File: src/rtl/c_nls_pkg.sv
// ----------------------------------------------------------------------------
// C numeric literal scanner package
// Shared phase and status codes, state and result types, character classes.
// ----------------------------------------------------------------------------
`default_nettype none

package c_nls_pkg;

  localparam int LENGTH_BITS = 8;
  localparam logic [7:0] LEN_CAP = (LENGTH_BITS >= 8) ? 8'd255 :
                                   8'((1 << LENGTH_BITS) - 1);

  localparam logic [3:0] PH_IDLE         = 4'd0;
  localparam logic [3:0] PH_FIRST_ZERO   = 4'd1;
  localparam logic [3:0] PH_INT          = 4'd2;
  localparam logic [3:0] PH_INT_SUFFIX   = 4'd3;
  localparam logic [3:0] PH_FRAC         = 4'd4;
  localparam logic [3:0] PH_EXP_START    = 4'd5;
  localparam logic [3:0] PH_EXP_SIGN     = 4'd6;
  localparam logic [3:0] PH_EXP_DIGITS   = 4'd7;
  localparam logic [3:0] PH_EXP_BAD      = 4'd8;
  localparam logic [3:0] PH_HEX_NOEXP    = 4'd9;
  localparam logic [3:0] PH_FLOAT_SUFFIX = 4'd10;

  localparam logic [2:0] ST_BUSY       = 3'd0;
  localparam logic [2:0] ST_INTEGER    = 3'd1;
  localparam logic [2:0] ST_FLOATING   = 3'd2;
  localparam logic [2:0] ST_BAD_SUFFIX = 3'd3;
  localparam logic [2:0] ST_EMPTY_EXP  = 3'd4;
  localparam logic [2:0] ST_BAD_OCTAL  = 3'd5;
  localparam logic [2:0] ST_HEX_NO_EXP = 3'd6;

  localparam logic [1:0] LONG_NONE     = 2'd0;
  localparam logic [1:0] LONG_LOWER    = 2'd1;
  localparam logic [1:0] LONG_UPPER    = 2'd2;
  localparam logic [1:0] LONG_CLOSED   = 2'd3;

  typedef struct packed {
    logic [3:0] phase;
    logic       hex_mode;
    logic       leading_zero;
    logic       non_octal_seen;
    logic       fraction_seen;
    logic       unsigned_mark;
    logic [1:0] long_mark;
    logic       float_mark;
    logic       suffix_bad;
    logic [7:0] char_count;
  } scan_state_t;

  typedef struct packed {
    logic       consumed;
    logic       done_res;
    logic [2:0] status;
    logic [7:0] length;
  } scan_result_t;

  localparam scan_state_t SCAN_STATE_RESET = '{phase: PH_IDLE, long_mark: LONG_NONE,
                                               char_count: 8'd0, default: 1'b0};

  function automatic logic is_dec(input logic [7:0] c);
    return (c >= "0") && (c <= "9");
  endfunction

  function automatic logic is_alpha(input logic [7:0] c);
    return ((c >= "a") && (c <= "z")) || ((c >= "A") && (c <= "Z"));
  endfunction

  function automatic logic is_alnum(input logic [7:0] c);
    return is_dec(c) || is_alpha(c);
  endfunction

  function automatic logic is_hexd(input logic [7:0] c);
    return is_dec(c) || ((c >= "a") && (c <= "f")) || ((c >= "A") && (c <= "F"));
  endfunction

endpackage

`default_nettype wire

File: src/rtl/c_nls_in_if.sv
// ----------------------------------------------------------------------------
// Scanner input channel
// Valid/ready channel carrying one source byte and its control flags.
// ----------------------------------------------------------------------------
`default_nettype none

interface c_nls_in_if;
  logic       valid;
  logic       ready;
  logic [7:0] ch;
  logic       start_req;
  logic       end_of_input;

  modport source (output valid, ch, start_req, end_of_input, input ready);
  modport sink   (input valid, ch, start_req, end_of_input, output ready);
endinterface

`default_nettype wire

File: src/rtl/c_nls_out_if.sv
// ----------------------------------------------------------------------------
// Scanner result channel
// Valid/ready channel carrying one result per input byte.
// ----------------------------------------------------------------------------
`default_nettype none

interface c_nls_out_if;
  logic       valid;
  logic       ready;
  logic       consumed;
  logic       done_res;
  logic [2:0] status;
  logic [7:0] length;

  modport source (output valid, consumed, done_res, status, length, input ready);
  modport sink   (input valid, consumed, done_res, status, length, output ready);
endinterface

`default_nettype wire

File: src/rtl/c_nls_step.sv
// ----------------------------------------------------------------------------
// Scanner step logic
// Combinational next state and result for one byte against the current state.
// ----------------------------------------------------------------------------
`default_nettype none

module c_nls_step
  import c_nls_pkg::*;
(
  input  scan_state_t  cur,
  input  logic [7:0]   ch,
  input  logic         start_req,
  input  logic         end_of_input,
  output scan_state_t  nxt,
  output scan_result_t res
);

  function automatic scan_state_t int_suffix(input scan_state_t st, input logic [7:0] c);
    scan_state_t r;
    r = st;
    if ((c == "u") || (c == "U")) begin
      if (st.unsigned_mark) r.suffix_bad = 1'b1;
      r.unsigned_mark = 1'b1;
      if ((st.long_mark == LONG_LOWER) || (st.long_mark == LONG_UPPER)) begin
        r.long_mark = LONG_CLOSED;
      end
    end else if (c == "l") begin
      if (st.long_mark == LONG_NONE) r.long_mark = LONG_LOWER;
      else if (st.long_mark == LONG_LOWER) r.long_mark = LONG_CLOSED;
      else r.suffix_bad = 1'b1;
    end else if (c == "L") begin
      if (st.long_mark == LONG_NONE) r.long_mark = LONG_UPPER;
      else if (st.long_mark == LONG_UPPER) r.long_mark = LONG_CLOSED;
      else r.suffix_bad = 1'b1;
    end else begin
      r.suffix_bad = 1'b1;
    end
    return r;
  endfunction

  function automatic scan_state_t float_suffix(input scan_state_t st, input logic [7:0] c);
    scan_state_t r;
    r = st;
    if ((c == "f") || (c == "F") || (c == "l") || (c == "L")) begin
      if (st.float_mark) r.suffix_bad = 1'b1;
      r.float_mark = 1'b1;
    end else begin
      r.suffix_bad = 1'b1;
    end
    return r;
  endfunction

  function automatic logic [2:0] close_status(input scan_state_t st);
    logic [2:0] r;
    case (st.phase)
      PH_FIRST_ZERO, PH_INT: begin
        r = (st.leading_zero && !st.hex_mode && st.non_octal_seen) ? ST_BAD_OCTAL : ST_INTEGER;
      end
      PH_INT_SUFFIX:   r = st.suffix_bad ? ST_BAD_SUFFIX : ST_INTEGER;
      PH_FRAC:         r = st.hex_mode ? ST_HEX_NO_EXP : ST_FLOATING;
      PH_EXP_START, PH_EXP_SIGN, PH_EXP_BAD: r = ST_EMPTY_EXP;
      PH_EXP_DIGITS:   r = ST_FLOATING;
      PH_HEX_NOEXP:    r = ST_HEX_NO_EXP;
      PH_FLOAT_SUFFIX: r = st.suffix_bad ? ST_BAD_SUFFIX : ST_FLOATING;
      default:         r = ST_BUSY;
    endcase
    return r;
  endfunction

  scan_state_t s;
  scan_state_t adv;
  logic        take;
  logic        close;
  logic        digit_mode;
  logic        exp_mark;
  logic [3:0]  ph;
  logic [7:0]  count_next;

  always_comb begin
    s          = start_req ? SCAN_STATE_RESET : cur;
    adv        = s;
    take       = 1'b0;
    close      = 1'b0;
    ph         = s.phase;
    digit_mode = s.hex_mode ? is_hexd(ch) : is_dec(ch);
    exp_mark   = s.hex_mode ? ((ch == "p") || (ch == "P")) : ((ch == "e") || (ch == "E"));

    if (end_of_input) begin
      close = (s.phase != PH_IDLE);
    end else if (s.phase == PH_IDLE) begin
      if (start_req) begin
        if (ch == "0") begin
          adv.phase        = PH_FIRST_ZERO;
          adv.leading_zero = 1'b1;
          take             = 1'b1;
        end else if (is_dec(ch)) begin
          adv.phase = PH_INT;
          take      = 1'b1;
        end else if (ch == ".") begin
          adv.phase = PH_FRAC;
          take      = 1'b1;
        end
      end
    end else if ((s.phase == PH_FIRST_ZERO) && ((ch == "x") || (ch == "X"))) begin
      adv.hex_mode = 1'b1;
      adv.phase    = PH_INT;
      take         = 1'b1;
    end else begin
      if (ph == PH_FIRST_ZERO) begin
        ph        = PH_INT;
        adv.phase = PH_INT;
      end
      case (ph)
        PH_INT: begin
          if (digit_mode) begin
            if (!s.hex_mode && ((ch == "8") || (ch == "9"))) adv.non_octal_seen = 1'b1;
            take = 1'b1;
          end else if (ch == ".") begin
            adv.phase = PH_FRAC;
            take      = 1'b1;
          end else if (exp_mark) begin
            adv.phase = PH_EXP_START;
            take      = 1'b1;
          end else if (!(s.leading_zero && !s.hex_mode && s.non_octal_seen) && is_alpha(ch)) begin
            adv       = int_suffix(adv, ch);
            adv.phase = PH_INT_SUFFIX;
            take      = 1'b1;
          end
        end
        PH_INT_SUFFIX: begin
          if (is_alpha(ch)) begin
            adv  = int_suffix(adv, ch);
            take = 1'b1;
          end
        end
        PH_FRAC: begin
          if (digit_mode) begin
            adv.fraction_seen = 1'b1;
            take              = 1'b1;
          end else if (exp_mark) begin
            adv.phase = PH_EXP_START;
            take      = 1'b1;
          end else if (s.hex_mode) begin
            if (is_alnum(ch)) begin
              adv.phase = PH_HEX_NOEXP;
              take      = 1'b1;
            end
          end else if (is_alpha(ch)) begin
            adv       = float_suffix(adv, ch);
            adv.phase = PH_FLOAT_SUFFIX;
            take      = 1'b1;
          end
        end
        PH_EXP_START, PH_EXP_SIGN: begin
          if ((ph == PH_EXP_START) && ((ch == "+") || (ch == "-"))) begin
            adv.phase = PH_EXP_SIGN;
            take      = 1'b1;
          end else if (is_dec(ch)) begin
            adv.phase = PH_EXP_DIGITS;
            take      = 1'b1;
          end else if (is_alnum(ch)) begin
            adv.phase = PH_EXP_BAD;
            take      = 1'b1;
          end
        end
        PH_EXP_DIGITS: begin
          if (is_dec(ch)) begin
            take = 1'b1;
          end else if (is_alpha(ch)) begin
            adv       = float_suffix(adv, ch);
            adv.phase = PH_FLOAT_SUFFIX;
            take      = 1'b1;
          end
        end
        PH_EXP_BAD, PH_HEX_NOEXP: begin
          take = is_alnum(ch);
        end
        PH_FLOAT_SUFFIX: begin
          if (is_alpha(ch)) begin
            adv  = float_suffix(adv, ch);
            take = 1'b1;
          end
        end
        default: begin
          take = 1'b0;
        end
      endcase
      close = !take;
    end

    count_next = (s.char_count < LEN_CAP) ? (s.char_count + 8'd1) : s.char_count;

    res = '0;
    nxt = s;
    if (take) begin
      nxt            = adv;
      nxt.char_count = count_next;
      res.consumed   = 1'b1;
      res.length     = count_next;
    end else if (close) begin
      nxt          = SCAN_STATE_RESET;
      res.done_res = 1'b1;
      res.status   = close_status(s);
      res.length   = s.char_count;
    end
  end

endmodule

`default_nettype wire

File: src/rtl/c_number_literal_scanner.sv
// ----------------------------------------------------------------------------
// C number literal scanner
// Scans one C numeric literal from a byte stream with one byte of lookahead.
// ----------------------------------------------------------------------------
// Usage: bytes arrive on scan_in, one transaction per byte, with start_req
// marking the first byte of a literal and end_of_input closing it. Every
// input transaction yields exactly one result transaction on scan_out: the
// consumed flag, the done flag, a status code and the running length.
// The byte is captured in the input register as it is accepted, and the
// step logic then loads the result register from it once that register
// is free; the result is presented from the result register. Throughput
// is one byte per cycle while the receiver takes every result, set by the
// scan state loop, which updates through the step logic as each result is
// loaded.
// Reset clears the scan state and empties both registers; no result is
// presented until a new byte has been accepted.
// When the receiver stalls, the result register holds its transaction, the
// input register fills, and scan_in.ready falls until the result is taken.
// ----------------------------------------------------------------------------
`default_nettype none

module c_number_literal_scanner
  import c_nls_pkg::*;
(
  input  wire          clk,
  input  wire          rst,
  c_nls_in_if.sink     scan_in,
  c_nls_out_if.source  scan_out
);

  logic         in_valid;
  logic [7:0]   in_ch;
  logic         in_start;
  logic         in_eoi;
  scan_state_t  state;
  scan_state_t  state_next;
  scan_result_t step_res;
  logic         out_valid;
  scan_result_t out_res;
  logic         out_free;
  logic         in_move;

  assign out_free      = !out_valid || scan_out.ready;
  assign in_move       = in_valid && out_free;
  assign scan_in.ready = !in_valid || out_free;

  c_nls_step u_step (
    .cur          (state),
    .ch           (in_ch),
    .start_req    (in_start),
    .end_of_input (in_eoi),
    .nxt          (state_next),
    .res          (step_res)
  );

  always_ff @(posedge clk) begin
    if (rst) begin
      in_valid  <= 1'b0;
      out_valid <= 1'b0;
      state     <= SCAN_STATE_RESET;
    end else begin
      if (scan_in.valid && scan_in.ready) begin
        in_valid <= 1'b1;
      end else if (in_move) begin
        in_valid <= 1'b0;
      end
      if (in_move) begin
        out_valid <= 1'b1;
        state     <= state_next;
      end else if (scan_out.ready) begin
        out_valid <= 1'b0;
      end
    end
  end

  always_ff @(posedge clk) begin
    if (scan_in.valid && scan_in.ready) begin
      in_ch    <= scan_in.ch;
      in_start <= scan_in.start_req;
      in_eoi   <= scan_in.end_of_input;
    end
    if (in_move) begin
      out_res <= step_res;
    end
  end

  assign scan_out.valid    = out_valid;
  assign scan_out.consumed = out_res.consumed;
  assign scan_out.done_res = out_res.done_res;
  assign scan_out.status   = out_res.status;
  assign scan_out.length   = out_res.length;

endmodule

`default_nettype wire

File: src/flat_wrapper.sv
// flat-port wrapper written by rule: the top's interface ports become plain ports
module c_number_literal_scanner_flat import c_nls_pkg::*;
  (clk, rst, scan_in_valid, scan_in_ch, scan_in_start_req, scan_in_end_of_input, scan_in_ready, scan_out_valid, scan_out_consumed, scan_out_done_res, scan_out_status, scan_out_length, scan_out_ready);
  c_nls_in_if scan_in_i ();
  c_nls_out_if scan_out_i ();
  input  wire clk;
  input  wire rst;
  input wire logic [$bits(scan_in_i.valid)-1:0] scan_in_valid;
  input wire logic [$bits(scan_in_i.ch)-1:0] scan_in_ch;
  input wire logic [$bits(scan_in_i.start_req)-1:0] scan_in_start_req;
  input wire logic [$bits(scan_in_i.end_of_input)-1:0] scan_in_end_of_input;
  output wire logic [$bits(scan_in_i.ready)-1:0] scan_in_ready;
  output wire logic [$bits(scan_out_i.valid)-1:0] scan_out_valid;
  output wire logic [$bits(scan_out_i.consumed)-1:0] scan_out_consumed;
  output wire logic [$bits(scan_out_i.done_res)-1:0] scan_out_done_res;
  output wire logic [$bits(scan_out_i.status)-1:0] scan_out_status;
  output wire logic [$bits(scan_out_i.length)-1:0] scan_out_length;
  input wire logic [$bits(scan_out_i.ready)-1:0] scan_out_ready;
  assign scan_in_i.valid = scan_in_valid;
  assign scan_in_i.ch = scan_in_ch;
  assign scan_in_i.start_req = scan_in_start_req;
  assign scan_in_i.end_of_input = scan_in_end_of_input;
  assign scan_in_ready = scan_in_i.ready;
  assign scan_out_valid = scan_out_i.valid;
  assign scan_out_consumed = scan_out_i.consumed;
  assign scan_out_done_res = scan_out_i.done_res;
  assign scan_out_status = scan_out_i.status;
  assign scan_out_length = scan_out_i.length;
  assign scan_out_i.ready = scan_out_ready;
  c_number_literal_scanner u_core (.clk(clk), .rst(rst), .scan_in(scan_in_i), .scan_out(scan_out_i));
endmodule
File: config.mk
export PLATFORM = sky130hd
export DESIGN_NAME = c_number_literal_scanner_flat
export DESIGN_NICKNAME = d
export VERILOG_FILES = /design/src/rtl/c_nls_pkg.sv /design/src/rtl/c_nls_in_if.sv /design/src/rtl/c_nls_out_if.sv /design/src/rtl/c_nls_step.sv /design/src/rtl/c_number_literal_scanner.sv /design/src/flat_wrapper.sv
export SDC_FILE = /design/constraint.sdc
export NUM_CORES = 1
export LEC_CHECK = 0
export BUFFER_PORTS_ARGS = -buffer_cell sky130_fd_sc_hd__buf_2
export CAP_MARGIN = 20
export CELL_PAD_IN_SITES_DETAIL_PLACEMENT = 1
export CELL_PAD_IN_SITES_GLOBAL_PLACEMENT = 1
export CORE_ASPECT_RATIO = 1.5
export CORE_UTILIZATION = 40
export DETAILED_ROUTE_END_ITERATION = 7
export HOLD_SLACK_MARGIN = 0.15
export PLACE_DENSITY = 0.71
export SYNTH_ARGS = -nofsm -noshare
export SYNTH_HDL_FRONTEND = slang
export SYNTH_SLANG_ARGS = --single-unit
File: constraint.sdc
create_clock -name clk -period 3.4 [get_ports clk]
set_input_delay 0.34 -clock clk [delete_from_list [all_inputs] [get_ports clk]]
set_output_delay 0.34 -clock clk [all_outputs]
set_load 0.1 [all_outputs]
==> flow_summary.json <==
{
  "p_per_area_mw_per_mm2": 338,
  "grt_pass1_vias": 3297,
  "final_common_cell": "nand2_1",
  "finish.utilization_pct": 47.5,
  "post_cts.repair.setup_buffers": 0,
  "die_area_sq_mm": 0.00841,
  "routabilityCongestion": 1.01,
  "cts_tree": "built",
  "setup-tns-final_ns": 0,
  "cts_resized": 0,
  "ys_warn_count": 0,
  "hold_buffers": 0,
  "grt_max_degree": 24,
  "synth_xor_area_share_pct": 1.36,
  "stdcell_count": 532,
  "synthMuxAreaShare_pct": 0.311,
  "p_sw_mw": 0.344,
  "end_kind": "register",
  "numCtsBuffers": 5,
  "drv_cap": 0,
  "synth_cell_types": 73,
  "finalCritPeriodShare_pct": 87.2,
  "track_usage_pct": 28.1,
  "pin_count": 29,
  "power.total_mw": 1.24,
  "dp_hpwl_um": 8650,
  "multi_input_area_sq_mm": 0.00194,
  "synth_enable_flop_cells": 23,
  "synthDominantCellAreaShare_pct": 21.5,
  "fin_crit_ns": 2.97,
  "clockRootBuffer": "clkbuf_16",
  "cts_max_level": 2,
  "rr_worst_depth": 8,
  "combPwrFrac_pct": 13.2,
  "gr-total-overflow": 0,
  "first_pass_iters": 5,
  "synthesis.instances": 399,
  "hold_class": "in -> reg",
  "power.share.switching_pct": 27.7,
  "p_leak_nw": 1.27,
  "rows": 39,
  "via_per_inst": 6.20,
  "path_max_fanout": 12,
  "synth_top_cells_by_area": "edfxtp_1 (21%), dfxtp_1 (14%), a21oi_1 (5.3%)",
  "hold_depth": 1,
  "synth_area_per_cell_sq_um": 8.06,
  "ys_seq_area_share_pct": 35.2,
  "report.final.slew_viol_count": 0,
  "worstPathArrival_ns": 3.00,
  "clkPwrFrac_pct": 38.3,
  "antenna_found_initial": 0,
  "synth_top_cell_by_area": "edfxtp_1",
  "cts_sinks": 45,
  "synth_compound_area_share_pct": 26.5,
  "wire_per_inst_um": 20.9,
  "start_kind": "register",
  "die_height_um": 112,
  "portBuffers": 28,
  "p_int_mw": 0.896,
  "initialDrtViolationCount": 272,
  "layout.nets": 444,
  "syn_nets": 414,
  "clock_path_buffers": 2,
  "async_reset_ff_share_pct": 0,
  "vias": 3301,
  "synthFlopType": "edfxtp_1",
  "fin_area_sq_mm": 0.00366,
  "clkTransAtPathRegs_ns": 0.06,
  "slew_headroom_pct": 44.3,
  "outcome": "complete, no violations",
  "drc_errors": 0,
  "core_sq_mm": 0.00771,
  "fill_cells": 953,
  "worst_pin_slew_ns": 0.826,
  "die_x_um": 75.2,
  "antennaDiodeCount": 0,
  "syn-cell-area_sq_mm": 0.00322,
  "ant_nets": 0,
  "max_freq_mhz": 337,
  "syn_to_final_growth_pct": 13.9,
  "rsz0062_at_grt": "false",
  "clock-skew-final_ns": 0.00650,
  "setup_viol": 0,
  "wl_um": 11100,
  "start_util_pct": 41.7,
  "synthSimpleGateAreaFrac_pct": 31.8,
  "irDropWorstVdd_uv": 167,
  "synthAdderAreaFrac_pct": 0.389,
  "placedCellCount": 524,
  "rrSetupSlack_ns": 0.43,
  "register_area_sq_mm": 0.00113,
  "synth_top_family_by_area": "simple AND/OR/NAND/NOR gates",
  "final_cell_mix": "nand2_1 (43), nor2_1 (37), a21oi_1 (34), o21ai_0 (32), buf_2 (28)",
  "critPathKind": "reg -> reg",
  "clk_latency_ns": 0.29,
  "required_ns": 3.44,
  "seqPwrFrac_pct": 48.5,
  "hold_viol": 0,
  "drive_gt1_share_pct": 17.7,
  "ys_seq_elements": 45,
  "grt_pass1_wl_um": 17600,
  "dpl-instance-area_sq_mm": 0.00353
}
==> cell type report <==
cell class | count | area share, %
clock buffers | 6 | 3.52
inverters | 5 | 0.512
well taps | 102 | 3.48
repair buffers | 50 | 8.33
multi-input cells | 322 | 53.0
flip-flops and latches | 45 | 30.9
clock inverters | 2 | 0.273
==> Yosys cell counts, types with 5 or more instances <==
master and instances:
nand2_1 43, nor2_1 37, a21oi_1 34, o21ai_0 32, edfxtp_1 23, dfxtp_1 22
clkbuf_1 17, nand3_1 16, nor2b_1 11, nor3_1 10, nand2b_1 9, and2_1 7
nand3b_1 7, o22ai_1 7, and3_1 6, buf_2 6, nand4_1 6, nor3b_1 6
o31ai_1 5
==> registers in the layout, indices dropped and copies added, names as in the netlist, named ones only <==
signal and count:
u_core.scan_out.done_res 1, u_core.scan_out.length 8, u_core.in_start 1, u_core.in_eoi 1
u_core.scan_out.valid 1, u_core.in_valid 1, u_core.scan_out.consumed 1, u_core.in_ch 8
u_core.scan_out.status 3, u_core.state 16
==> metal layers <==
layer | wire length (um) | track usage, % | vias up
met5 | 0 | 0 | -
met1 | 4460 | 32.5 | 1616
li1 | - | - | 1561
met4 | 493 | 14.1 | 0
met2 | 5840 | 49.2 | 94
met3 | 339 | 3.44 | 30
==> per-stage QoR <==
step                      setup slack [ns]  hold WS (ns)
after global placement               0.474         0.478
after detailed placement             0.434         0.488
after floorplan                      0.697         0.439
final                                0.434         0.222
after CTS                            0.411         0.220
after global routing                 0.208         0.219
==> logic make-up after synthesis <==
logic type,count (synthesis)
compound gates,128
xor+xnor,5
simple gates,187
buf+inv,32
mux,1
fa+ha+maj,1
flops,45
==> power groups by stage <==
| stage | Combinational, mW | Clock (mW) | Sequential [mW] |
|---|---|---|---|
| global route | 0.173 | 0.501 | 0.604 |
| detailed placement | 0.164 | 0 | 0.613 |
| CTS | 0.164 | 0.484 | 0.601 |
| global placement | 0.162 | 0 | 0.613 |
| floorplan | 0.0657 | 0 | 0.662 |
| finish | 0.164 | 0.475 | 0.601 |
==> worst max-delay path, cell delays in order, from the launching register on <==
cell and delay (ns):
edfxtp_1 0.54, or4b_1 0.59, a2111oi_2 0.33, nand3b_1 0.16, nand3_2 0.14, o31a_1 0.23, or2_1 0.31, inv_1 0.15
a22o_1 0.26
==> worst paths after layout <==
| kind | startpoint | endpoint |
|---|---|---|
| worst max-delay path | u_core.in_ch[7] | u_core.scan_out.length[0] |
| worst min-delay path | scan_in_ch[3] | u_core.in_ch[3] |
| worst max register to register | u_core.in_ch[7] | u_core.scan_out.length[0] |
| worst min register to register | register | register |
(Power assumes the default switching activity.)
